## src/hw/rtl/mfmd_pkg.sv

```systemverilog
`default_nettype none

package mfmd_pkg;

   // Configuration port widths and register indexes.
   localparam int CSR_ADDR_W = 8;
   localparam int CSR_DATA_W = 16;

   localparam logic [CSR_ADDR_W-1:0] REG_BASE_ID     = CSR_ADDR_W'(0);
   localparam logic [CSR_ADDR_W-1:0] REG_WRAP_WINDOW = CSR_ADDR_W'(1);
   localparam logic [CSR_ADDR_W-1:0] REG_DEADBAND    = CSR_ADDR_W'(2);
   localparam logic [CSR_ADDR_W-1:0] REG_FILTER_GAIN = CSR_ADDR_W'(3);

   // Register values after reset.
   localparam logic [10:0] BASE_ID_RESET     = 11'd513;
   localparam logic [11:0] WRAP_WINDOW_RESET = 12'd1000;
   localparam logic [14:0] DEADBAND_RESET    = 15'd10;
   localparam logic [8:0]  FILTER_GAIN_RESET = 9'd154;

   // Frame acceptance rules.
   localparam int          NUM_IDS      = 8;
   localparam logic [3:0]  FRAME_LENGTH = 4'd8;
   localparam logic [8:0]  GAIN_ONE     = 9'd256;

   typedef struct packed {
      logic               standard_frame;
      logic [3:0]         frame_length;
      logic [10:0]        frame_id;
      logic [15:0]        angle_raw;
      logic signed [15:0] speed_raw;
      logic signed [15:0] current_raw;
   } req_payload_type;

   typedef struct packed {
      logic [2:0]         motor_slot;
      logic signed [31:0] position;
      logic signed [15:0] speed;
      logic signed [23:0] current_filtered;
   } rsp_payload_type;

   // Values strictly inside (-d, d) are forced to zero.
   function automatic logic signed [15:0] apply_deadband(input logic signed [15:0] x,
                                                         input logic [14:0] d);
      logic signed [16:0] xs;
      logic signed [16:0] ds;
      xs = 17'(x);
      ds = signed'({2'b00, d});
      if ((xs < ds) && (xs > -ds)) begin
         return 16'sd0;
      end
      return x;
   endfunction

endpackage

`default_nettype wire

```

## src/hw/rtl/mfmd_current_filter.sv

```systemverilog
`default_nettype none

module mfmd_current_filter
   import mfmd_pkg::*;
(
   input  wire logic signed [23:0] state_cur,
   input  wire logic signed [15:0] current_raw,
   input  wire logic [14:0]        deadband,
   input  wire logic [8:0]         filter_gain,
   output logic signed [23:0]      state_next
);

   logic [8:0]         gain_new;
   logic [8:0]         gain_old;
   logic signed [15:0] cur_db;
   logic signed [33:0] prod_old;
   logic signed [25:0] prod_new;
   logic signed [34:0] acc;
   logic signed [26:0] quot;

   // Clamp the gain to one and split it into old and new weights.
   always_comb begin
      gain_new = (filter_gain > GAIN_ONE) ? GAIN_ONE : filter_gain;
      gain_old = GAIN_ONE - gain_new;
   end

   // Weighted mean in Q15.8, rounded half up, then floor by 256.
   always_comb begin
      cur_db   = apply_deadband(current_raw, deadband);
      prod_old = state_cur * signed'({1'b0, gain_old});
      prod_new = cur_db * signed'({1'b0, gain_new});
      acc      = 35'(prod_old) + (35'(prod_new) <<< 8) + 35'sd128;
      quot     = acc[34:8];
   end

   // Saturate to the signed 24-bit range.
   always_comb begin
      if (quot > 27'sd8388607) begin
         state_next = 24'sh7FFFFF;
      end else if (quot < -27'sd8388608) begin
         state_next = 24'sh800000;
      end else begin
         state_next = quot[23:0];
      end
   end

endmodule

`default_nettype wire

```

## src/hw/rtl/motor_feedback_multiturn_decoder.sv

```systemverilog
`default_nettype none
// A request is held in the request register and its result then in the result register.
// One request per cycle while rsp_stall is low; slot state is read and written in the same cycle.
// Requests that fail the frame checks leave the request register without a result.
// Reset clears all slot state at once and loads the register defaults; no clearing pass.

module motor_feedback_multiturn_decoder
   import mfmd_pkg::*;
#(
   parameter int SLOTS          = 8,
   parameter int COUNTS_PER_REV = 8192
) (
   input  wire logic                  clock,
   input  wire logic                  reset,
   input  wire logic                  req_valid,
   output logic                       req_stall,
   input  wire req_payload_type       req_payload,
   output logic                       rsp_valid,
   input  wire logic                  rsp_stall,
   output rsp_payload_type            rsp_payload,
   input  wire logic                  csr_valid,
   output logic                       csr_ready,
   input  wire logic [CSR_ADDR_W-1:0] csr_index,
   input  wire logic [CSR_DATA_W-1:0] csr_data
);

   localparam int NUM_USED = (SLOTS < NUM_IDS) ? SLOTS : NUM_IDS;
   localparam int SLOT_W   = (NUM_USED > 1) ? $clog2(NUM_USED) : 1;
   localparam logic [31:0]        CPR32 = 32'(COUNTS_PER_REV);
   localparam logic signed [17:0] CPR_S = 18'(COUNTS_PER_REV);

   // Configuration registers.
   logic [10:0] base_id_ff;
   logic [11:0] wrap_window_ff;
   logic [14:0] deadband_ff;
   logic [8:0]  filter_gain_ff;

   assign csr_ready = 1'b1;

   always_ff @(posedge clock) begin
      if (reset) begin
         base_id_ff     <= BASE_ID_RESET;
         wrap_window_ff <= WRAP_WINDOW_RESET;
         deadband_ff    <= DEADBAND_RESET;
         filter_gain_ff <= FILTER_GAIN_RESET;
      end else if (csr_valid && csr_ready) begin
         case (csr_index)
            REG_BASE_ID:     base_id_ff     <= csr_data[10:0];
            REG_WRAP_WINDOW: wrap_window_ff <= csr_data[11:0];
            REG_DEADBAND:    deadband_ff    <= csr_data[14:0];
            REG_FILTER_GAIN: filter_gain_ff <= csr_data[8:0];
            default: ;
         endcase
      end
   end

   // Request register.
   logic            in_valid_ff;
   logic            in_valid_in;
   req_payload_type in_ff;
   logic            fire;
   logic            frame_ok;
   logic            out_free;
   logic            out_load;
   logic            req_take;

   assign out_free  = !rsp_valid || !rsp_stall;
   assign fire      = in_valid_ff && (!frame_ok || out_free);
   assign out_load  = fire && frame_ok;
   assign req_stall = in_valid_ff && !fire;
   assign req_take  = req_valid && !req_stall;

   always_comb begin
      in_valid_in = in_valid_ff;
      if (req_take) begin
         in_valid_in = 1'b1;
      end else if (fire) begin
         in_valid_in = 1'b0;
      end
   end

   always_ff @(posedge clock) begin
      if (reset) begin
         in_valid_ff <= 1'b0;
      end else begin
         in_valid_ff <= in_valid_in;
      end
   end

   always_ff @(posedge clock) begin
      if (req_take) begin
         in_ff <= req_payload;
      end
   end

   // Frame check and slot selection.
   logic [10:0]       id_diff;
   logic [SLOT_W-1:0] slot_idx;

   always_comb begin
      id_diff  = in_ff.frame_id - base_id_ff;
      slot_idx = id_diff[SLOT_W-1:0];
      frame_ok = in_ff.standard_frame && (in_ff.frame_length == FRAME_LENGTH)
                 && (in_ff.frame_id >= base_id_ff) && (id_diff < 11'(NUM_USED));
   end

   // Per-slot state.
   logic [15:0]        last_angle_ff      [NUM_USED];
   logic [31:0]        revolutions_ff     [NUM_USED];
   logic [31:0]        zero_offset_ff     [NUM_USED];
   logic               offset_captured_ff [NUM_USED];
   logic signed [23:0] current_state_ff   [NUM_USED];

   // Wrap detection against the previous angle of the slot.
   logic signed [17:0] upper_s;
   logic signed [17:0] angle_s;
   logic signed [17:0] last_s;
   logic               wrap_up;
   logic               wrap_down;
   logic [15:0]        last_angle;
   logic [31:0]        rev_cur;
   logic [31:0]        rev_in;
   logic [31:0]        rev_scaled;
   logic [31:0]        pos;
   logic               capture;

   always_comb begin
      last_angle = last_angle_ff[slot_idx];
      rev_cur    = revolutions_ff[slot_idx];
      upper_s    = CPR_S - signed'({6'b0, wrap_window_ff});
      angle_s    = signed'({2'b00, in_ff.angle_raw});
      last_s     = signed'({2'b00, last_angle});
      wrap_up    = (in_ff.angle_raw < 16'(wrap_window_ff)) && (last_s > upper_s);
      wrap_down  = !wrap_up && (angle_s > upper_s) && (last_angle < 16'(wrap_window_ff));
   end

   // Absolute position; the scaled count is formed from the old count plus or minus one turn on a wrap.
   always_comb begin
      rev_in     = rev_cur;
      rev_scaled = rev_cur * CPR32;
      if (wrap_up) begin
         rev_in     = rev_cur + 32'd1;
         rev_scaled = rev_scaled + CPR32;
      end else if (wrap_down) begin
         rev_in     = rev_cur - 32'd1;
         rev_scaled = rev_scaled - CPR32;
      end
      pos     = 32'(in_ff.angle_raw) + rev_scaled - zero_offset_ff[slot_idx];
      capture = !offset_captured_ff[slot_idx] && (pos != 32'd0);
   end

   // Current filter.
   logic signed [23:0] current_next;

   mfmd_current_filter u_filter (
      .state_cur   (current_state_ff[slot_idx]),
      .current_raw (in_ff.current_raw),
      .deadband    (deadband_ff),
      .filter_gain (filter_gain_ff),
      .state_next  (current_next)
   );

   // Slot state update.
   always_ff @(posedge clock) begin
      if (reset) begin
         for (int i = 0; i < NUM_USED; i++) begin
            last_angle_ff[i]      <= 16'd0;
            revolutions_ff[i]     <= 32'd0;
            zero_offset_ff[i]     <= 32'd0;
            offset_captured_ff[i] <= 1'b0;
            current_state_ff[i]   <= 24'sd0;
         end
      end else if (out_load) begin
         last_angle_ff[slot_idx]    <= in_ff.angle_raw;
         revolutions_ff[slot_idx]   <= rev_in;
         current_state_ff[slot_idx] <= current_next;
         if (capture) begin
            zero_offset_ff[slot_idx]     <= pos;
            offset_captured_ff[slot_idx] <= 1'b1;
         end
      end
   end

   // Result register.
   logic            rsp_valid_ff;
   logic            rsp_valid_in;
   rsp_payload_type rsp_ff;

   assign rsp_valid_in = out_load || (rsp_valid_ff && rsp_stall);

   always_ff @(posedge clock) begin
      if (reset) begin
         rsp_valid_ff <= 1'b0;
      end else begin
         rsp_valid_ff <= rsp_valid_in;
      end
   end

   always_ff @(posedge clock) begin
      if (out_load) begin
         rsp_ff.motor_slot       <= 3'(id_diff);
         rsp_ff.position         <= signed'(pos);
         rsp_ff.speed            <= apply_deadband(in_ff.speed_raw, deadband_ff);
         rsp_ff.current_filtered <= current_next;
      end
   end

   assign rsp_valid   = rsp_valid_ff;
   assign rsp_payload = rsp_ff;

   // The request side is held back only while the request register is occupied.
   a_stall_only_when_full: assert property (@(posedge clock) disable iff (reset)
      req_stall |-> in_valid_ff)
      else $error("request stall raised with an empty request register");

   // A loaded result is presented in the next cycle.
   a_load_gives_result: assert property (@(posedge clock) disable iff (reset)
      out_load |=> rsp_valid)
      else $error("result load did not raise rsp_valid");

   // A good frame blocked by a full result register stays in the request register.
   a_blocked_item_held: assert property (@(posedge clock) disable iff (reset)
      (in_valid_ff && frame_ok && !out_free) |=> in_valid_ff)
      else $error("blocked request was dropped");

   // A result can only appear after a request was in the request register.
   a_result_has_source: assert property (@(posedge clock) disable iff (reset)
      (rsp_valid && !$past(rsp_valid)) |-> $past(in_valid_ff))
      else $error("result appeared without a request");

endmodule

`default_nettype wire
```

## config.mk

```make
export PLATFORM = sky130hd
export DESIGN_NAME = motor_feedback_multiturn_decoder
export DESIGN_NICKNAME = d
export VERILOG_FILES = /design/src/hw/rtl/mfmd_pkg.sv /design/src/hw/rtl/mfmd_current_filter.sv /design/src/hw/rtl/motor_feedback_multiturn_decoder.sv
export SDC_FILE = /design/constraint.sdc
export NUM_CORES = 2
export LEC_CHECK = 0
export ABC_AREA = 1
export BUFFER_PORTS_ARGS = -buffer_cell sky130_fd_sc_hd__buf_2
export CAP_MARGIN = 40
export CORE_MARGIN = 2
export CORE_UTILIZATION = 33
export CTS_BUF_LIST = sky130_fd_sc_hd__clkbuf_8
export DETAILED_ROUTE_END_ITERATION = 6
export SLEW_MARGIN = 0
export SYNTH_ARGS = -nofsm -noshare
export SYNTH_HDL_FRONTEND = slang
export SYNTH_HIERARCHICAL = 1
export SYNTH_SLANG_ARGS = --single-unit
```

## constraint.sdc

```tcl
create_clock -name clock -period 17 [get_ports clock]
set_clock_uncertainty 0.1 [all_clocks]
set_input_delay 2.55 -clock clock [delete_from_list [all_inputs] [get_ports clock]]
set_output_delay 2.55 -clock clock [all_outputs]
set_load 0.1 [all_outputs]
```

==> run summary <==
Summed over all layers, the global routing overflow is 0. The cell taking the most area after synthesis is sky130_fd_sc_hd__edfxtp_1. The hold violation count in the final report came to 0. The largest family of logic cells by synthesized area is simple AND/OR/NAND/NOR gates. The deepest clock path buffer count is 3. The synthesized area is 58100 um^2. The setup slack at placement came out at 3.57 ns.

The HPWL after detailed placement came out at 114000 um. The register clock-pin slew on the reported worst setup and hold paths is 0.06 ns. The final layout net count is 6975. The number of failing setup endpoints in the final timing report came out at 0. Setup slack on the critical path of the routed design comes to 3.41 ns.

Buffers inserted during clock tree synthesis total 153. The clock latency on the worst-skew pair is 0.87 ns. The area growth from synthesis to layout is 11.0%. In this run the clock root is driven by a sky130_fd_sc_hd__clkbuf_8. The leading cell type by number of instances after synthesis is sky130_fd_sc_hd__nand2_1. After detailed routing, no signal wire sits above met4. The height of the die came out at 424 um.

Setup repair after global routing left no endpoint under its margin. The total via count after detailed routing is 43240. The post-layout minimum cycle time came out at 13.59 ns. The first-pass iteration count of the detailed router came out at 6. For the pin with the worst max-slew slack, the measured transition is 0.896 ns. On the critical path, the stage with the largest delay is an instance of sky130_fd_sc_hd__fa_1. The synthesized netlist devotes 1.91% of its cell area to XOR and XNOR gates.

The total of cells resized after clock tree synthesis is 0. The aggregate negative setup slack came out at 0 ns. The critical path is of the register to register type. TritonCTS built the clock tree.

Among the stages of the critical path, the cell type that occurs most often is sky130_fd_sc_hd__nand2_1. The initial antenna violation count was 1. The starting density of the core came out at 33.3%.

The routed design uses 83500 um of met2 wire. The synthesized netlist devotes 18.7% of its cell area to simple gates. The number of buffer cells added on primary ports came out at 168. The number of placement rows came out at 153. After synthesis, the cell types taking the most area are sky130_fd_sc_hd__edfxtp_1 45%, sky130_fd_sc_hd__fa_1 12%, sky130_fd_sc_hd__nand2_1 7.8%. The met1 layer wirelength in the final routing is 71100 um. The run finished with clean final reports.

In this run the worst hold path is classified as register to register. The CTS sink count is 924. The number of design-rule violations left by the first detailed-router iteration is 3491. Routability-driven placement finished with a final weighted congestion of 0.920. The number of buffers inserted by post-CTS setup repair came out at 0.

After detailed routing, the met3 layer carries 10400 um of wire. The utilization after layout is 37.0%. The cell count after synthesis came out at 6048. The share of synthesized area occupied by flip-flops and latches is 46.8%.

Of all flip-flops after synthesis, the portion carrying an async set or reset was 0%. The synthesized-area fraction occupied by ao, oa, aoi and oai cells is 6.92%. In the routed layout, each cell is associated on average with a via count of 4.99. The Yosys step of the flow raised 6 warnings. The count of nets left with antenna violations once routing finished came out at 0.

The critical path endpoint category is a register. The required time at the endpoint of the critical path is 17.47 ns. After synthesis, the mean cell area works out to 9.61 um^2. In this design, the stage delay of the slowest critical-path cell is 0.60 ns. Global routing used 18.8% of the available tracks across all layers. Of the post-synthesis cell area, the part taken by muxes is 0.0345%.

The total nets after synthesis came out at 6793. The category of the worst setup path launch point is a register. The number of max-cap violations is 0. Of the available clock period, the critical path in the final layout requires 80.0%. The post-synthesis register bit count is 924.

The die covers 179000 um^2. Pin placement for this block handled 171 I/O pins. The highest fanout seen on the critical path came out at 23.

Static timing analysis puts the maximum clock frequency at 73.6 MHz. In this run, post-CTS hold repair placed 0 buffers. The global-route wire length before repair came out at 261000 um. The number of distinct library cells after synthesis is 65. The headroom to the max-slew limit came out at 40.2%. The worst endpoint data arrival time came out at 14.06 ns. The H-tree level count came out at 4. The layout cell share with drive strength beyond 1 came out at 8.33%.

In this run, synthesis inferred 867 flip-flops with an integrated enable. Dividing the detail-routed wire length by the instance count gives 19.6 um. The number of DRC violations after detailed routing came out at 0. After Yosys synthesis, full adders, half adders and majority gates account for 18.4% of the synthesized area. Among all flip-flop cells after synthesis, the most frequent one is sky130_fd_sc_hd__edfxtp_1.

The via count of the first global-routing pass is 44187. The final routed wirelength across all metal layers came out at 170000 um. The final count of pins violating max slew is 0.

The largest net degree at the start of global routing is 58. The synthesized design devotes to its leading area cell type 44.8% of total area. The width of the die is 424 um. In the synthesized netlist, the cells that appear most often are 1213 x sky130_fd_sc_hd__nand2_1, 1116 x sky130_fd_sc_hd__nor2_1, 867 x sky130_fd_sc_hd__edfxtp_1. The placeable core area is 174000 um^2.
[sequential cells by signal (all words and copies together) (netlist names), 11 cells and up]
| register | count |
|---|---|
| angle_s | 16 |
| revolutions_ff | 152 |
| rsp_payload | 75 |
| last_angle_ff | 128 |
| in_ff | 48 |
| wrap_window_ff | 12 |
| zero_offset_ff | 256 |
| current_state_ff | 192 |
| deadband_ff | 15 |
| base_id_ff | 11 |
[layer usage]
| layer | vias to the layer above | GRT usage [%] |
|---|---|---|
| met3 | 269 | 2.67 |
| met2 | 1428 | 32.8 |
| met1 | 21304 | 24.1 |
| met4 | 0 | 5.91 |
| met5 | - | 0 |
| li1 | 20239 | - |
[logic make-up after synthesis]
kind of cell,Yosys count
buf+inv,1025
compound gates,640
simple gates,2679
other cells,1
mux,2
xor+xnor,125
flops,924
fa+ha+maj,652
[placed cells by master, fill, tap and decap left out, types with 43 or more instances in the layout]
cell,n
sky130_fd_sc_hd__o21ai_0,121
sky130_fd_sc_hd__ha_1,317
sky130_fd_sc_hd__a21oi_1,220
sky130_fd_sc_hd__xor2_1,92
sky130_fd_sc_hd__nand4_1,85
sky130_fd_sc_hd__fa_1,333
sky130_fd_sc_hd__inv_1,828
sky130_fd_sc_hd__nor2_1,1115
sky130_fd_sc_hd__edfxtp_1,867
sky130_fd_sc_hd__nor3_1,46
sky130_fd_sc_hd__a22oi_1,119
sky130_fd_sc_hd__buf_2,168
sky130_fd_sc_hd__nand2_1,1197
sky130_fd_sc_hd__buf_4,53
sky130_fd_sc_hd__dfxtp_1,57
sky130_fd_sc_hd__a221oi_1,43
sky130_fd_sc_hd__clkbuf_8,163
sky130_fd_sc_hd__nand3_1,123
[per-stage QoR]
step | instance area (um^2) | std cells | hold WS [ns]
5_1_grt | 64500 | 8667 | 0.378
3_5_place_dp | 61600 | 8400 | 0.342
6_report | 64500 | 8667 | 0.357
3_3_place_gp | 61200 | 8380 | 0.338
2_1_floorplan | 58100 | 6048 | 0.326
4_1_cts | 64500 | 8665 | 0.353
[path summary, 6_finish.rpt]
kind	startpoint	to	slack [ns]	cells after the start
worst max register to register	deadband_ff[1]	current_state_ff[3][21]	3.41	56
worst min-delay path	offset_captured_ff[1]	offset_captured_ff[1]	0.36	2
worst max-delay path	deadband_ff[1]	current_state_ff[3][21]	3.41	56
worst min register to register	offset_captured_ff[1]	offset_captured_ff[1]	0.36	2
[area by class of cell]
cell class                      count  area [um^2]
Inverter                          813         3050
Tap cell                         2325         2910
Multi-Input combinational cell   4099        26800
Timing Repair Buffer              239         1660
Clock buffer                      163         2240
Clock inverter                    102          619
Sequential cell                   924        27200
Antenna cell                        2         5.00
Fill cell                       17404       110000
[worst max-delay path, delay by kind of cell (launching register included)]
family / cells / cell delay (ns)
fa+ha+maj: 12 / 5.26
xor+xnor: 2 / 0.40
buf+inv: 9 / 1.06
compound gates: 7 / 1.78
flops: 1 / 0.38
simple gates: 25 / 3.82
mux: 1 / 0.51
Power is not shown: default switching activity piles up to over one toggle a cycle in this logic, so the estimate is an artifact.
